### src/hdl/lnz_pkg.sv
package lnz_pkg;

  localparam int FRAC_BITS  = 16;
  localparam int HASH_BITS  = 30;
  localparam int NUM_HASH   = 4;
  localparam int NUM_STAGES = 14;
  localparam int HW         = FRAC_BITS + 4;
  localparam int SPLIT_W    = (2 * FRAC_BITS + 32 > 64) ? 2 * FRAC_BITS + 32 : 64;

  localparam int HASH_SHIFT   = 13;
  localparam logic [31:0] HASH_C1 = 32'd15731;
  localparam logic [31:0] HASH_C2 = 32'd789221;
  localparam logic [31:0] HASH_C3 = 32'd1376312589;

  localparam logic [31:0] HASH_MUL [NUM_HASH][3] = '{
    '{32'd67,  32'd59,  32'd71},
    '{32'd73,  32'd79,  32'd83},
    '{32'd89,  32'd97,  32'd101},
    '{32'd103, 32'd107, 32'd109}
  };

  typedef enum logic [2:0] {
    REG_FREQ_X    = 3'd0,
    REG_FREQ_Y    = 3'd1,
    REG_FREQ_Z    = 3'd2,
    REG_PHASE_X   = 3'd3,
    REG_PHASE_Y   = 3'd4,
    REG_PHASE_Z   = 3'd5,
    REG_AMPLITUDE = 3'd6
  } cfg_reg_e;

  typedef struct packed {
    logic mul;
    logic sub;
  } split_en_t;

  typedef struct packed {
    logic sum;
    logic sq;
    logic mix;
    logic fin;
  } hash_en_t;

  typedef struct packed {
    logic mul;
    logic add;
  } blend_en_t;

  typedef struct packed {
    logic [FRAC_BITS-1:0] t;
    logic signed [HW-1:0] h00;
    logic signed [HW-1:0] h01;
    logic signed [HW-1:0] h10;
    logic signed [HW-1:0] h11;
  } basis_t;

endpackage

### src/hdl/lnz_split.sv
module lnz_split import lnz_pkg::*; (
  input  logic                  clk_i,
  input  split_en_t             en_i,
  input  logic signed [31:0]    coord_i,
  input  logic signed [31:0]    freq_i,
  input  logic signed [31:0]    phase_i,
  output logic [31:0]           cell0_o,
  output logic [31:0]           cell1_o,
  output logic [FRAC_BITS-1:0]  frac_o
);

  logic signed [63:0]        prod_q;
  logic signed [SPLIT_W-1:0] scaled;
  logic [31:0]               lat_idx;

  always_comb begin
    scaled  = SPLIT_W'(prod_q) - (SPLIT_W'(phase_i) <<< (FRAC_BITS + 1));
    lat_idx = scaled[2*FRAC_BITS+31:2*FRAC_BITS];
  end

  always_ff @(posedge clk_i) begin
    if (en_i.mul) begin
      prod_q <= coord_i * freq_i;
    end
    if (en_i.sub) begin
      cell0_o <= lat_idx;
      cell1_o <= lat_idx + 32'd1;
      frac_o  <= scaled[2*FRAC_BITS-1:FRAC_BITS];
    end
  end

endmodule

### config.mk
export PLATFORM = sky130hd
export DESIGN_NAME = lnz_split
export DESIGN_NICKNAME = d
export VERILOG_FILES = /design/src/hdl/lnz_pkg.sv /design/src/hdl/lnz_split.sv
export SDC_FILE = /design/constraint.sdc
export NUM_CORES = 2
export LEC_CHECK = 0
export BUFFER_PORTS_ARGS = -buffer_cell sky130_fd_sc_hd__buf_2
export CORE_AREA = 8 8 277 279
export DETAILED_ROUTE_END_ITERATION = 8
export DIE_AREA = 0 0 285 287
export GPL_ROUTABILITY_DRIVEN = 0
export MAX_ROUTING_LAYER = met4
export PLACE_DENSITY = 0.77
export SLEW_MARGIN = 20
export SYNTH_ARGS = -nofsm -noshare
export SYNTH_HDL_FRONTEND = slang
export SYNTH_SLANG_ARGS = --single-unit
### constraint.sdc
create_clock -name clk_i -period 22 [get_ports clk_i]
set_clock_uncertainty 0.1 [all_clocks]
set_input_delay 4.4 -clock clk_i [delete_from_list [all_inputs] [get_ports clk_i]]
set_output_delay 4.4 -clock clk_i [all_outputs]
set_load 0.05 [all_outputs]
==> flow_summary.yaml <==
floorplan:
  ios: 179
  fp.coreArea_mm2: 0.0723
  die_h_um: 287
  start_util_pct: 59.3
  die_w_um: 285
  rows: 99
  die_area_mm2: 0.0818
route:
  vias_per_cell: 5.62
  antenna_left: 0
  drc_errors: 0
  wire_per_inst_um: 19.4
  first_pass_iters: 6
  vias: 30200
  routed_wl_um: 104000
  drt_iter0_markers: 1878
sta:
  fmax_ghz: 0.0790
  hold_violations: 0
  grt_setup_unrepaired: "false"
  min_period_ns: 12.66
  setup_violations: 0
  worst_hold_slack_ns: 0.359
  slew_violations: 0
  max-slew-margin-rel_pct: 28.8
  worst_pin_slew_ns: 1.07
  tns_ns: 0
  fin_crit_sh_pct: 57.6
cts:
  clock_latency_ns: 0.42
  cts_setup_buffers: 0
  hold_buffers: 0
  cts_buffers: 17
  cts_tree: "done"
  root_buffer: "clkbuf_16"
  clockBufferDepth: 2
  cts_resized: 0
  htree_levels: 4
  path_clk_slew_ns: 0.06
  clkSinkCount: 128
layout:
  fin_util_pct: 61.8
  layout-drive-gt1-share_pct: 5.66
  fin_nets: 5810
  area_delta_synth_final_pct: 4.32
run_status:
  status: "complete, no violations"
worst_setup_path:
  cp-end-kind: "flip-flop"
  worst_ep_arrival_time_ns: 12.74
  regToRegSetupSlack_ns: 17.58
  cp-start-kind: "input pin"
  critPathKind: "input pin to flip-flop"
  cp_max_fo: 32
  crit_required_ns: 22.08
yosys:
  synth_edf_count: 128
  netlist_area_mm2: 0.0429
  synth_top_family_by_area: "adder cells"
  synth-simple-area-share_pct: 15.7
  synthAdderAreaFrac_pct: 57.1
  yosysSeqAreaShare_pct: 8.96
  synth_ff_type: "edfxtp_1"
  synthXorXnorAreaFrac_pct: 2.53
  syn-instance-count: 4413
  netlist_top_cells_area: "fa_1 (51%), edfxtp_1 (9.0%), inv_1 (8.8%)"
  async_flop_share_pct: 0
  ys_types: 87
  ys_seq_elements: 128
  yosys-mux-area-fraction_pct: 0.0233
  avgSynthCellArea_um2: 9.72
  synth_top_area_share_pct: 50.5
  ys_warn_count: 0
  synth_compound_area_share_pct: 4.90
  syn_nets: 5821
  synth_top_cell_by_area: "fa_1"
global_route:
  grt_usage_pct: 26.9
  overflow: 0
  grt_pass1_wl_um: 171000
  antenna_found_initial: 3
  grt_pass1_vias: 32800
  grt_max_degree: 81
hold_path:
  min-delay-path-class: "flip-flop to flip-flop"
placed_design:
  hpwl_um: 85900
  port_buffers: 178
flow_run:
  cap_violations: 0
-- registers in the layout, indices dropped and copies added (netlist names) --
name     flops
prod_q      48
frac_o      16
cell0_o     32
cell1_o     32
-- logic make-up after synthesis --
logic type,Yosys count
AO/OA/AOI/OAI,309
XOR/XNOR,124
adder cells (fa/ha/maj),1309
buffers and inverters,1222
flip-flops,128
multiplexers,1
AND/OR/NAND/NOR,1320
-- worst max-delay path, stage by stage --
cell	delay, ns
buf_2	0.62
nand2_1	0.18
fa_1	0.55
fa_1	0.56
inv_1	0.06
fa_1	0.49
inv_1	0.05
fa_1	0.53
inv_1	0.05
fa_1	0.55
fa_1	0.45
fa_1	0.52
fa_1	0.42
ha_1	0.38
and4_1	0.25
and2_1	0.13
and4_1	0.22
nand4_1	0.12
a311oi_1	0.80
a211o_1	0.31
a211oi_1	0.12
o21a_1	0.24
o21ai_1	0.31
a41o_1	0.24
nor2_1	0.05
xnor2_1	0.12
-- cell usage after synthesis (7+ instances only) --
cell type,instances
inv_1,1007
edfxtp_1,128
nand3_1,31
o21a_1,14
nor2b_1,14
a21oi_1,90
nand4_1,26
and4_1,7
o21bai_1,8
buf_2,7
xor2_1,32
clkbuf_1,201
nand2_1,548
o21ai_0,50
nand2b_1,15
o211ai_1,7
ha_1,227
nor2_1,86
and2_1,520
fa_1,1082
a31oi_1,11
xnor2_1,92
a21o_1,51
nor3_1,25
a211oi_1,11
and3_1,15
-- cell type report --
class | instances | area (um^2)
Sequential cell | 128 | 3840
Clock buffer | 17 | 425
Antenna cell | 4 | 10.0
Fill cell | 6038 | 27600
Inverter | 1008 | 3780
Multi-Input combinational cell | 3063 | 34400
Clock inverter | 14 | 119
Timing Repair Buffer | 184 | 938
Tap cell | 959 | 1200
-- layer usage --
layer | GRT usage (%) | vias up | part of all wire [%]
met3 | 2.88 | 324 | 5.8
met5 | - | - | 0
met1 | 32.6 | 15700 | 38
li1 | - | 13000 | -
met2 | 45.0 | 1169 | 51
met4 | 13.3 | 0 | 6.0
-- path summary, 6_finish.rpt --
path	start	to	cells after the start
min reg2reg	prod_q[16]	frac_o[0]	0
min	prod_q[16]	frac_o[0]	0
max	coord_i[10]	prod_q[62]	26
max reg2reg	prod_q[30]	cell1_o[31]	12
-- per-stage QoR --
step | std cells | instance area [um^2] | setup slack [ns]
after global placement | 5342 | 44200 | 9.08
final | 5377 | 44700 | 9.34
after global routing | 5376 | 44700 | 9.01
after detailed placement | 5342 | 44200 | 8.95
after floorplan | 4413 | 42900 | 10.00
after CTS | 5373 | 44700 | 9.39
-- cells in the final DEF (no fill, tap or decap), drive strengths merged, types with 4 or more instances in the layout --
cell      instances
diode             4
and4              8
a21o             51
nand2           550
and2            521
o211ai            7
a221oi            4
o21ai            58
o221ai            4
o31a              6
nand4            27
xnor2            92
o21a             14
o21bai            8
buf             184
inv            1009
a211oi           16
and3             17
fa             1082
nor3             27
clkbuf           17
a31oi            11
nand3            32
nor2b            15
edfxtp          128
nand2b           15
or3               5
clkinvlp          4
nor2             87
ha              227
a21oi            90
o31ai             6
a211o             4
xor2             32
clkinv            8
Power is not shown: default switching activity piles up to over one toggle a cycle in this logic, so the estimate is an artifact.
